## config.mk

```make
export PLATFORM = sky130hd
export DESIGN_NAME = nmsc_line_state
export DESIGN_NICKNAME = d
export VERILOG_FILES = /design/src/rtl/nmsc_pkg.sv /design/src/rtl/nmsc_line_state.sv
export SDC_FILE = /design/constraint.sdc
export NUM_CORES = 1
export LEC_CHECK = 0
export ABC_CLOCK_PERIOD_IN_PS = 2820
export BUFFER_PORTS_ARGS = -buffer_cell sky130_fd_sc_hd__buf_4
export CORE_UTILIZATION = 57
export DETAILED_ROUTE_END_ITERATION = 12
export PLACE_DENSITY = 0.82
export REMOVE_ABC_BUFFERS = 1
export SLEW_MARGIN = 20
export SYNTH_ARGS = -nofsm -noshare
export SYNTH_HDL_FRONTEND = slang
export SYNTH_SLANG_ARGS = --single-unit
```

## constraint.sdc

```tcl
create_clock -name clk_i -period 2.82 [get_ports clk_i]
set_input_delay 0.423 -clock clk_i [delete_from_list [all_inputs] [get_ports clk_i]]
set_output_delay 0.423 -clock clk_i [all_outputs]
set_load 0.01 [all_outputs]
```

## src/rtl/nmsc_pkg.sv

```systemverilog
// Shared types, character codes and helpers for the NMEA sentence checker.
package nmsc_pkg;

  localparam int unsigned LINE_SIZE_DEF = 128;

  localparam logic [7:0] CH_DOLLAR = 8'h24;
  localparam logic [7:0] CH_LF     = 8'h0a;
  localparam logic [7:0] CH_STAR   = 8'h2a;
  localparam logic [7:0] CH_G      = 8'h47;
  localparam logic [7:0] CH_R      = 8'h52;
  localparam logic [7:0] CH_M      = 8'h4d;
  localparam logic [7:0] CH_C      = 8'h43;
  localparam logic [7:0] CH_NUL    = 8'h00;

  localparam int unsigned TDATA_OUT_W = 40;

  typedef enum logic [1:0] {
    STAR_NONE = 2'd0,
    STAR_HI   = 2'd1,
    STAR_LO   = 2'd2,
    STAR_DONE = 2'd3
  } star_phase_e;

  typedef struct packed {
    logic [7:0] received_checksum;
    logic [7:0] computed_checksum;
    logic [6:0] line_length;
    logic       is_rmc;
    logic [7:0] talker_letter;
    logic       checksum_ok;
    logic       is_gnss;
  } result_t;

  function automatic logic [3:0] hex_digit(input logic [7:0] c);
    logic [3:0] v;
    v = 4'd0;
    if (c inside {[8'h30:8'h39]}) v = c[3:0];
    else if (c inside {[8'h41:8'h46], [8'h61:8'h66]}) v = c[3:0] + 4'd9;
    return v;
  endfunction

endpackage

```

## src/rtl/nmsc_line_state.sv

```systemverilog
// Per-line tracking state and the single-pass update for one received byte.
module nmsc_line_state #(
  parameter int unsigned LINE_SIZE = nmsc_pkg::LINE_SIZE_DEF
) (
  input  logic              clk_i,
  input  logic              rst_ni,
  input  logic              beat_i,
  input  logic [7:0]        rx_byte_i,
  output logic              res_valid_o,
  output nmsc_pkg::result_t res_o
);

  localparam int unsigned WPW = $clog2(LINE_SIZE + 1);

  logic [WPW-1:0]        wpos_q, wpos_d;
  logic [7:0]            held_q, held_d;
  logic [7:0]            xor_q, xor_d;
  nmsc_pkg::star_phase_e star_q, star_d;
  logic [7:0]            rval_q, rval_d;
  logic [1:0]            pfx_q, pfx_d;
  logic [7:0]            talker_q, talker_d;
  logic [1:0]            type_q, type_d;
  logic                  zero_q, zero_d;

  logic [WPW-1:0] pos;
  logic           restart;
  logic [WPW-1:0] len;

  assign pos = wpos_q - WPW'(1);
  assign len = wpos_q - WPW'(1);

  always_comb begin
    wpos_d   = wpos_q;
    held_d   = held_q;
    xor_d    = xor_q;
    star_d   = star_q;
    rval_d   = rval_q;
    pfx_d    = pfx_q;
    talker_d = talker_q;
    type_d   = type_q;
    zero_d   = zero_q;
    restart  = 1'b0;

    res_valid_o             = 1'b0;
    res_o.is_gnss           = (pfx_q == 2'b11);
    res_o.checksum_ok       = (star_q != nmsc_pkg::STAR_NONE) && (rval_q == xor_q);
    res_o.talker_letter     = talker_q;
    res_o.is_rmc            = (type_q == 2'd3);
    res_o.line_length       = 7'(len);
    res_o.computed_checksum = xor_q;
    res_o.received_checksum = rval_q;

    if (beat_i) begin
      if (rx_byte_i == nmsc_pkg::CH_LF) begin
        res_valid_o = (wpos_q > WPW'(1));
        restart     = 1'b1;
        wpos_d      = '0;
        held_d      = '0;
      end else if (rx_byte_i == nmsc_pkg::CH_DOLLAR || wpos_q >= WPW'(LINE_SIZE)) begin
        restart = 1'b1;
        wpos_d  = WPW'(1);
        held_d  = rx_byte_i;
      end else begin
        wpos_d = wpos_q + WPW'(1);
        held_d = rx_byte_i;
        // the held byte is now known not to be the dropped carriage return
        if (wpos_q != '0) begin
          if (pos == WPW'(0) && held_q == nmsc_pkg::CH_DOLLAR) pfx_d[0] = 1'b1;
          if (pos == WPW'(1) && held_q == nmsc_pkg::CH_G) pfx_d[1] = 1'b1;
          if (pos == WPW'(2)) talker_d = held_q;
          if (pos == WPW'(3) && held_q == nmsc_pkg::CH_R) type_d = 2'd1;
          if (pos == WPW'(4) && type_q == 2'd1 && held_q == nmsc_pkg::CH_M) type_d = 2'd2;
          if (pos == WPW'(5) && type_q == 2'd2 && held_q == nmsc_pkg::CH_C) type_d = 2'd3;
          if (pos != WPW'(0) && !zero_q) begin
            if (held_q == nmsc_pkg::CH_NUL) begin
              zero_d = 1'b1;
            end else begin
              case (star_q)
                nmsc_pkg::STAR_NONE: begin
                  if (held_q == nmsc_pkg::CH_STAR) star_d = nmsc_pkg::STAR_HI;
                  else xor_d = xor_q ^ held_q;
                end
                nmsc_pkg::STAR_HI: begin
                  rval_d = {nmsc_pkg::hex_digit(held_q), 4'd0};
                  star_d = nmsc_pkg::STAR_LO;
                end
                nmsc_pkg::STAR_LO: begin
                  rval_d = {rval_q[7:4], nmsc_pkg::hex_digit(held_q)};
                  star_d = nmsc_pkg::STAR_DONE;
                end
                default: ;
              endcase
            end
          end
        end
      end

      if (restart) begin
        xor_d    = '0;
        star_d   = nmsc_pkg::STAR_NONE;
        rval_d   = '0;
        pfx_d    = '0;
        talker_d = '0;
        type_d   = '0;
        zero_d   = 1'b0;
      end
    end
  end

  always_ff @(posedge clk_i or negedge rst_ni) begin
    if (!rst_ni) begin
      wpos_q   <= '0;
      held_q   <= '0;
      xor_q    <= '0;
      star_q   <= nmsc_pkg::STAR_NONE;
      rval_q   <= '0;
      pfx_q    <= '0;
      talker_q <= '0;
      type_q   <= '0;
      zero_q   <= 1'b0;
    end else begin
      wpos_q   <= wpos_d;
      held_q   <= held_d;
      xor_q    <= xor_d;
      star_q   <= star_d;
      rval_q   <= rval_d;
      pfx_q    <= pfx_d;
      talker_q <= talker_d;
      type_q   <= type_d;
      zero_q   <= zero_d;
    end
  end

endmodule

```

==> results.py, run 1 <==
metrics = {
    "status": {
        "outcome": "completed",
    },
    "setup_path": {
        "crit_start": "wpos_q[0]",
        "crit_type": "reg -> reg",
        "cp_max_fo": 15,
        "end_kind": "flop",
        "critPathMaxStageDelay_ns": 0.51,
        "crit_chain": "inv_1, ha_1, or4bb_1, a21oi_1, o31a_4, a31oi_1, and3_1, a22o_1",
        "cp.arrival_ns": 2.79,
        "startpoint_type": "flop",
        "crit_slowest_cell": "ha_1",
        "r2r-start": "wpos_q[0]",
        "cp.required_ns": 3.02,
    },
    "place": {
        "globalplace.congestion": 0.944,
        "post_dp_cell_area_um2": 3430,
        "dp_hpwl_um": 5580,
        "port_buffers": 45,
    },
    "synthesis": {
        "synthSimpleGateAreaFrac": 0.235,
        "syn_avg_cell_area_um2": 9.33,
        "ys_seq_area_frac": 0.389,
        "synth_top_family_by_area": "simple AND/OR/NAND/NOR gates",
        "async_flop_share": 1.00,
        "synthXorXnorAreaFrac": 0.0666,
        "synth_ff_type": "dfrtp_1",
        "yosysWarnings": 0,
        "synth_compound_area_frac": 0.168,
        "syn_inst": 324,
        "synth_cell_types": 60,
        "synthAdderAreaFrac": 0.0579,
        "synthMuxAreaShare": 0.0364,
        "synth_edf_count": 0,
        "ys_ff_latch": 47,
        "syn_area_um2": 3020,
    },
    "routing": {
        "wl_met3_um": 570,
        "vias": 2634,
        "routed_wl_um": 7660,
        "firstDrtPassIters": 5,
        "drc": 0,
        "viasPerCell": 5.99,
        "wire_per_inst_um": 17.4,
        "ant_nets": 0,
        "drt_iter0_markers": 228,
        "topRoutingLayerUsed": "met4",
        "wl_met2_um": 3540,
        "drt-met1-wl_um": 3400,
    },
    "sta": {
        "drv_slew": 0,
        "fin_crit_ns": 2.59,
        "max-slew-margin-rel": 0.576,
        "worst_pin_slew_ns": 0.635,
        "finalCritPeriodShare": 0.919,
        "setup_violations": 0,
        "rsz0062_at_grt": "no",
        "fmax_mhz": 386,
        "setup_tns_ns": 0,
        "hold_viol": 0,
        "fin_skew_ns": 0.00946,
    },
    "pwr": {
        "power_frac_comb": 0.492,
        "swShare": 0.423,
        "seq_power_share": 0.360,
        "pwr_density_cell_nw_per_um2": 888,
        "p_sw_uw": 1330,
        "power.leakage_uw": 0.00168,
        "ir_drop_v": 0.000569,
        "power_uw": 3150,
        "cell_internal_pwr_uw": 1820,
        "clkPwrFrac": 0.148,
    },
    "clock_tree": {
        "h-tree-depth": 2,
        "clock_latency_ns": 0.31,
        "clk_pin_slew_ns": 0.09,
        "numCtsBuffers": 5,
        "root_buffer": "clkbuf_8",
        "cts_tree": "yes",
        "numClockSinks": 47,
        "ctsHoldBuffers": 0,
        "post-cts-setup-buffers": 0,
        "clockBufferDepth": 2,
    },
    "global_routing": {
        "grt_pass1_vias": 2489,
        "grt_pass1_wl_um": 12200,
        "grt_max_degree": 48,
        "overflow": 0,
        "antenna_found_initial": 0,
        "track_usage": 0.292,
    },
    "die": {
        "io_pins": 46,
        "die_y_um": 74.8,
        "die_area_um2": 5600,
        "start_util": 0.592,
        "coreArea_um2": 5110,
        "rows": 26,
        "fp.dieW_um": 74.8,
    },
    "final_layout": {
        "area_growth_pct": 17.3,
        "finalInstanceArea_um2": 3550,
        "n_fill_cell": 406,
        "layout.nets": 394,
        "drive_gt1_frac": 0.208,
        "num_antenna_cells": 0,
    },
    "worst_hold_path": {
        "hp-class": "in -> async",
    },
    "flow_run": {
        "cap_violations": 0,
    },
}
==> cells in the mapped netlist, types with 3 or more instances <==
library cell,instances,area (um2)
a211oi_1,8,60.1
a21o_1,4,30.0
a21oi_1,5,25.0
a22o_1,9,78.8
a31oi_1,4,25.0
and2_1,3,18.8
and3_1,3,18.8
buf_2,6,30.0
clkbuf_1,7,26.3
dfrtp_1,47,1180
ha_1,14,175
inv_1,17,63.8
mux2i_1,11,110
nand2_1,42,158
nand3_1,13,65.1
nand4_1,3,18.8
nor2_1,26,97.6
nor3_1,8,40.0
nor4_1,7,43.8
o21ai_0,16,80.1
o22ai_1,3,18.8
xnor2_1,18,158
xor2_1,5,43.8
==> metrics by stage <==
stage	std cells	hold WS (ns)	worst slack (ns)	utilization
6_report	440	0.113	0.228	0.695
5_1_grt	440	0.169	0.0925	0.695
4_1_cts	440	0.142	0.224	0.692
3_5_place_dp	432	0.477	0.264	0.672
3_3_place_gp	432	0.465	0.349	0.672
2_1_floorplan	309	0.127	0.336	-
==> repair_timing <==
action                                  CTS  global route
endpoints found under the setup margin    0             1
endpoints found under the hold margin     0             0
resized for setup                         0             1
==> logic make-up after synthesis <==
| logic type | after synthesis |
|---|---|
| AO/OA/AOI/OAI | 68 |
| XOR/XNOR | 23 |
| AND/OR/NAND/NOR | 129 |
| buffers and inverters | 32 |
| multiplexers | 11 |
| flip-flops | 47 |
| adder cells (fa/ha/maj) | 14 |
==> metal layers <==
metal,GRT usage,vias to the layer above
met4,0.0860,0
met1,0.408,1243
li1,-,1249
met2,0.466,124
met3,0.0509,18
met5,0,-
==> critical path, delay by kind of cell, from the launching register on <==
| family | cells | cell delay (ns) |
|---|---|---|
| AO/OA/AOI/OAI | 4 | 0.73 |
| adder cells (fa/ha/maj) | 1 | 0.51 |
| buffers and inverters | 1 | 0.17 |
| flip-flops | 1 | 0.39 |
| AND/OR/NAND/NOR | 2 | 0.67 |
==> sequential cells by signal (all words and copies together), names as in the netlist <==
name and flops:
pfx_q 2, wpos_q 8, talker_q 8, zero_q 1, star_q 2, xor_q 8
held_q 8, rval_q 8, type_q 2
==> worst paths after layout <==
path / endpoint / slack (ns) / cells after the start
worst max-delay path: rval_q[2] / 0.23 / 8
worst min-delay path: xor_q[2] / 0.11 / 1
worst max register to register: rval_q[2] / 0.23 / 8
worst min register to register: pfx_q[1] / 0.51 / 2
max in group asynchronous: wpos_q[5] / 2.30 / 1
min in group clk_i: held_q[7] / 0.33 / 3
==> layout by cell type (no fill, tap or decap), types with 7 or more instances in the layout <==
cell      netlist  final
a22o_1          9      9
inv_1          17     17
mux2i_1        11     11
a211oi_1        8      8
buf_4           0     53
nor3_1          8      8
nand3_1        13     13
o21ai_0        16     16
clkbuf_8        0      7
dfrtp_1        47     47
nor4_1          7      7
nor2_1         26     26
ha_1           14     14
xnor2_1        18     18
nand2_1        42     42
==> cell type report <==
type	count	area, um2	area share
well taps	70	87.6	0.0247
clock buffers	7	96.3	0.0272
repair buffers	53	398	0.112
flip-flops and latches	47	1180	0.332
clock inverters	1	7.51	0.00212
multi-input cells	245	1720	0.484
inverters	17	63.8	0.0180
==> power groups by stage <==
stage	Sequential (uW)	Clock [uW]	Combinational [uW]
2_1_floorplan	1150	0	927
3_3_place_gp	1130	0	1480
5_1_grt	1160	491	1700
6_report	1130	466	1550
3_5_place_dp	1140	0	1520
4_1_cts	1130	469	1530
Note: power is estimated with default switching activity, not from simulation.
==> run 2, diff against run 1 <==
--- a/config.mk
+++ b/config.mk
@@ -7,6 +7,7 @@
 export LEC_CHECK = 0
 export ABC_CLOCK_PERIOD_IN_PS = 2820
 export BUFFER_PORTS_ARGS = -buffer_cell sky130_fd_sc_hd__buf_4
+export CORE_MARGIN = 5
 export CORE_UTILIZATION = 57
 export DETAILED_ROUTE_END_ITERATION = 12
 export PLACE_DENSITY = 0.82
==> results.py, run 2 (synthesized netlist as in run 1, its figures left out) <==
metrics = {
    "routing": {
        "firstDrtPassIters": 5,
        "drt_iter0_markers": 192,
        "routed_wl_um": 7690,
        "drc": 0,
        "wire_per_inst_um": 17.5,
        "viasPerCell": 6.18,
        "ant_nets": 0,
        "vias": 2720,
    },
    "place": {
        "place_ws_ns": 0.238,
        "port_buffers": 45,
        "dp_hpwl_um": 5670,
        "dp_cells": 432,
        "globalplace.congestion": 0.899,
    },
    "global_routing": {
        "track_usage": 0.229,
        "grt_max_degree": 48,
        "antenna_found_initial": 0,
        "grt_pass1_vias": 2666,
        "overflow": 0,
        "grt_pass1_wl_um": 13100,
    },
    "final_layout": {
        "final_cells": 440,
        "n_fill_cell": 437,
        "layout_commonest_cell": "buf_4",
        "final_cell_mix": "53 x buf_4, 47 x dfrtp_1, 42 x nand2_1",
        "num_antenna_cells": 0,
        "drive_gt1_frac": 0.211,
        "area_growth_pct": 17.9,
        "layout.nets": 394,
    },
    "clock_tree": {
        "clk_pin_slew_ns": 0.09,
        "ctsHoldBuffers": 0,
        "numClockSinks": 47,
        "cts_tree": "yes",
        "clockBufferDepth": 2,
        "h-tree-depth": 2,
        "numCtsBuffers": 5,
        "root_buffer": "clkbuf_8",
        "clock_latency_ns": 0.31,
    },
    "setup_path": {
        "startpoint_type": "flop",
        "cp.arrival_ns": 2.74,
        "cp.required_ns": 3.01,
        "crit_start": "wpos_q[1]",
        "cp_max_fo": 15,
        "end_kind": "flop",
        "crit_type": "reg -> reg",
        "r2r-start": "wpos_q[1]",
    },
    "sta": {
        "hold_viol": 0,
        "rsz0062_at_grt": "no",
        "fin_hold_ws_ns": 0.117,
        "setup_tns_ns": 0,
        "drv_slew": 0,
        "worst_pin_slew_ns": 0.611,
        "finalCritPeriodShare": 0.902,
        "setup_violations": 0,
        "fmax_mhz": 393,
        "fin_skew_ns": 0.0102,
        "max-slew-margin-rel": 0.593,
        "setup_slack_ns": 0.276,
        "fin_crit_ns": 2.54,
    },
    "flow_run": {
        "cap_violations": 0,
    },
    "pwr": {
        "p_sw_uw": 1320,
        "cell_internal_pwr_uw": 1880,
        "ir_drop_v": 0.000562,
        "power.leakage_uw": 0.00169,
        "power_uw": 3200,
        "swShare": 0.413,
        "seq_power_share": 0.359,
        "power_frac_comb": 0.478,
        "pwr_density_cell_nw_per_um2": 898,
        "clkPwrFrac": 0.163,
    },
    "status": {
        "outcome": "completed",
    },
    "die": {
        "fp.dieW_um": 82.8,
        "coreArea_um2": 5140,
        "start_util": 0.588,
        "io_pins": 46,
        "rows": 26,
        "die_area_um2": 6860,
        "die_y_um": 82.8,
    },
    "worst_hold_path": {
        "hp-class": "in -> async",
    },
}
run 2: changes by cell type in the layout (fill, tap and decap cells not counted):
cell,previous run,this run
clkbuf_8,7,6
clkinv_2,0,1
ha_2,0,1
ha_1,14,13
a2111oi_1,0,1
a2111oi_0,1,0
bufinv_16,0,1
clkinvlp_4,1,0
run 2: worst paths after layout:
kind | end | slack [ns] | depth (start not counted)
worst max-delay path | rval_q[1] | 0.28 | 7
worst min-delay path | xor_q[0] | 0.12 | 1
worst max register to register | rval_q[1] | 0.28 | 7
worst min register to register | pfx_q[1] | 0.52 | 2
max in group asynchronous | star_q[0] | 2.28 | 1
min in group clk_i | held_q[4] | 0.33 | 3
run 2: per-stage QoR:
stage,instance area (um2),utilization
global route,3560,0.694
floorplan,2950,-
detailed placement,3430,0.667
finish,3560,0.694
global placement,3430,0.667
CTS,3550,0.690
run 2: layout make-up:
type | count | area [um2] | area share
tap | 70 | 87.6 | 0.0246
timing repair buffer | 53 | 398 | 0.112
sequential | 47 | 1180 | 0.330
multi-input combinational | 245 | 1720 | 0.483
clock inverter | 2 | 35.0 | 0.00983
inverter | 17 | 63.8 | 0.0179
clock buffer | 6 | 82.6 | 0.0232
run 2: per-layer routing:
metal / vias up / global-route usage / share of wire
met2: 125 / 0.370 / 0.49
met5: - / 0 / 0
met1: 1332 / 0.309 / 0.44
met4: 0 / 0.0624 / 0.013
met3: 12 / 0.0505 / 0.067
li1: 1251 / - / -
run 2: worst max-delay path, stage by stage, from the launching register on:
cell and delay (ns):
dfrtp_1 0.55, inv_1 0.18, ha_2 0.27, a2111oi_1 0.53, o31a_4 0.32, a31oi_1 0.13
and3_1 0.25, a22o_1 0.19
run 2: repair_timing:
action | in CTS | in global routing
gates resized for setup | 0 | 3
endpoints found under the setup margin | 0 | 9
buffers inserted | 0 | 0
run 2: power groups by stage:
stage               logic, uW  registers [uW]  clock network [uW]
finish                   1530            1150                 521
global route             1690            1180                 564
CTS                      1520            1140                 530
detailed placement       1510            1150                   0
global placement         1480            1140                   0
floorplan                 927            1150                   0
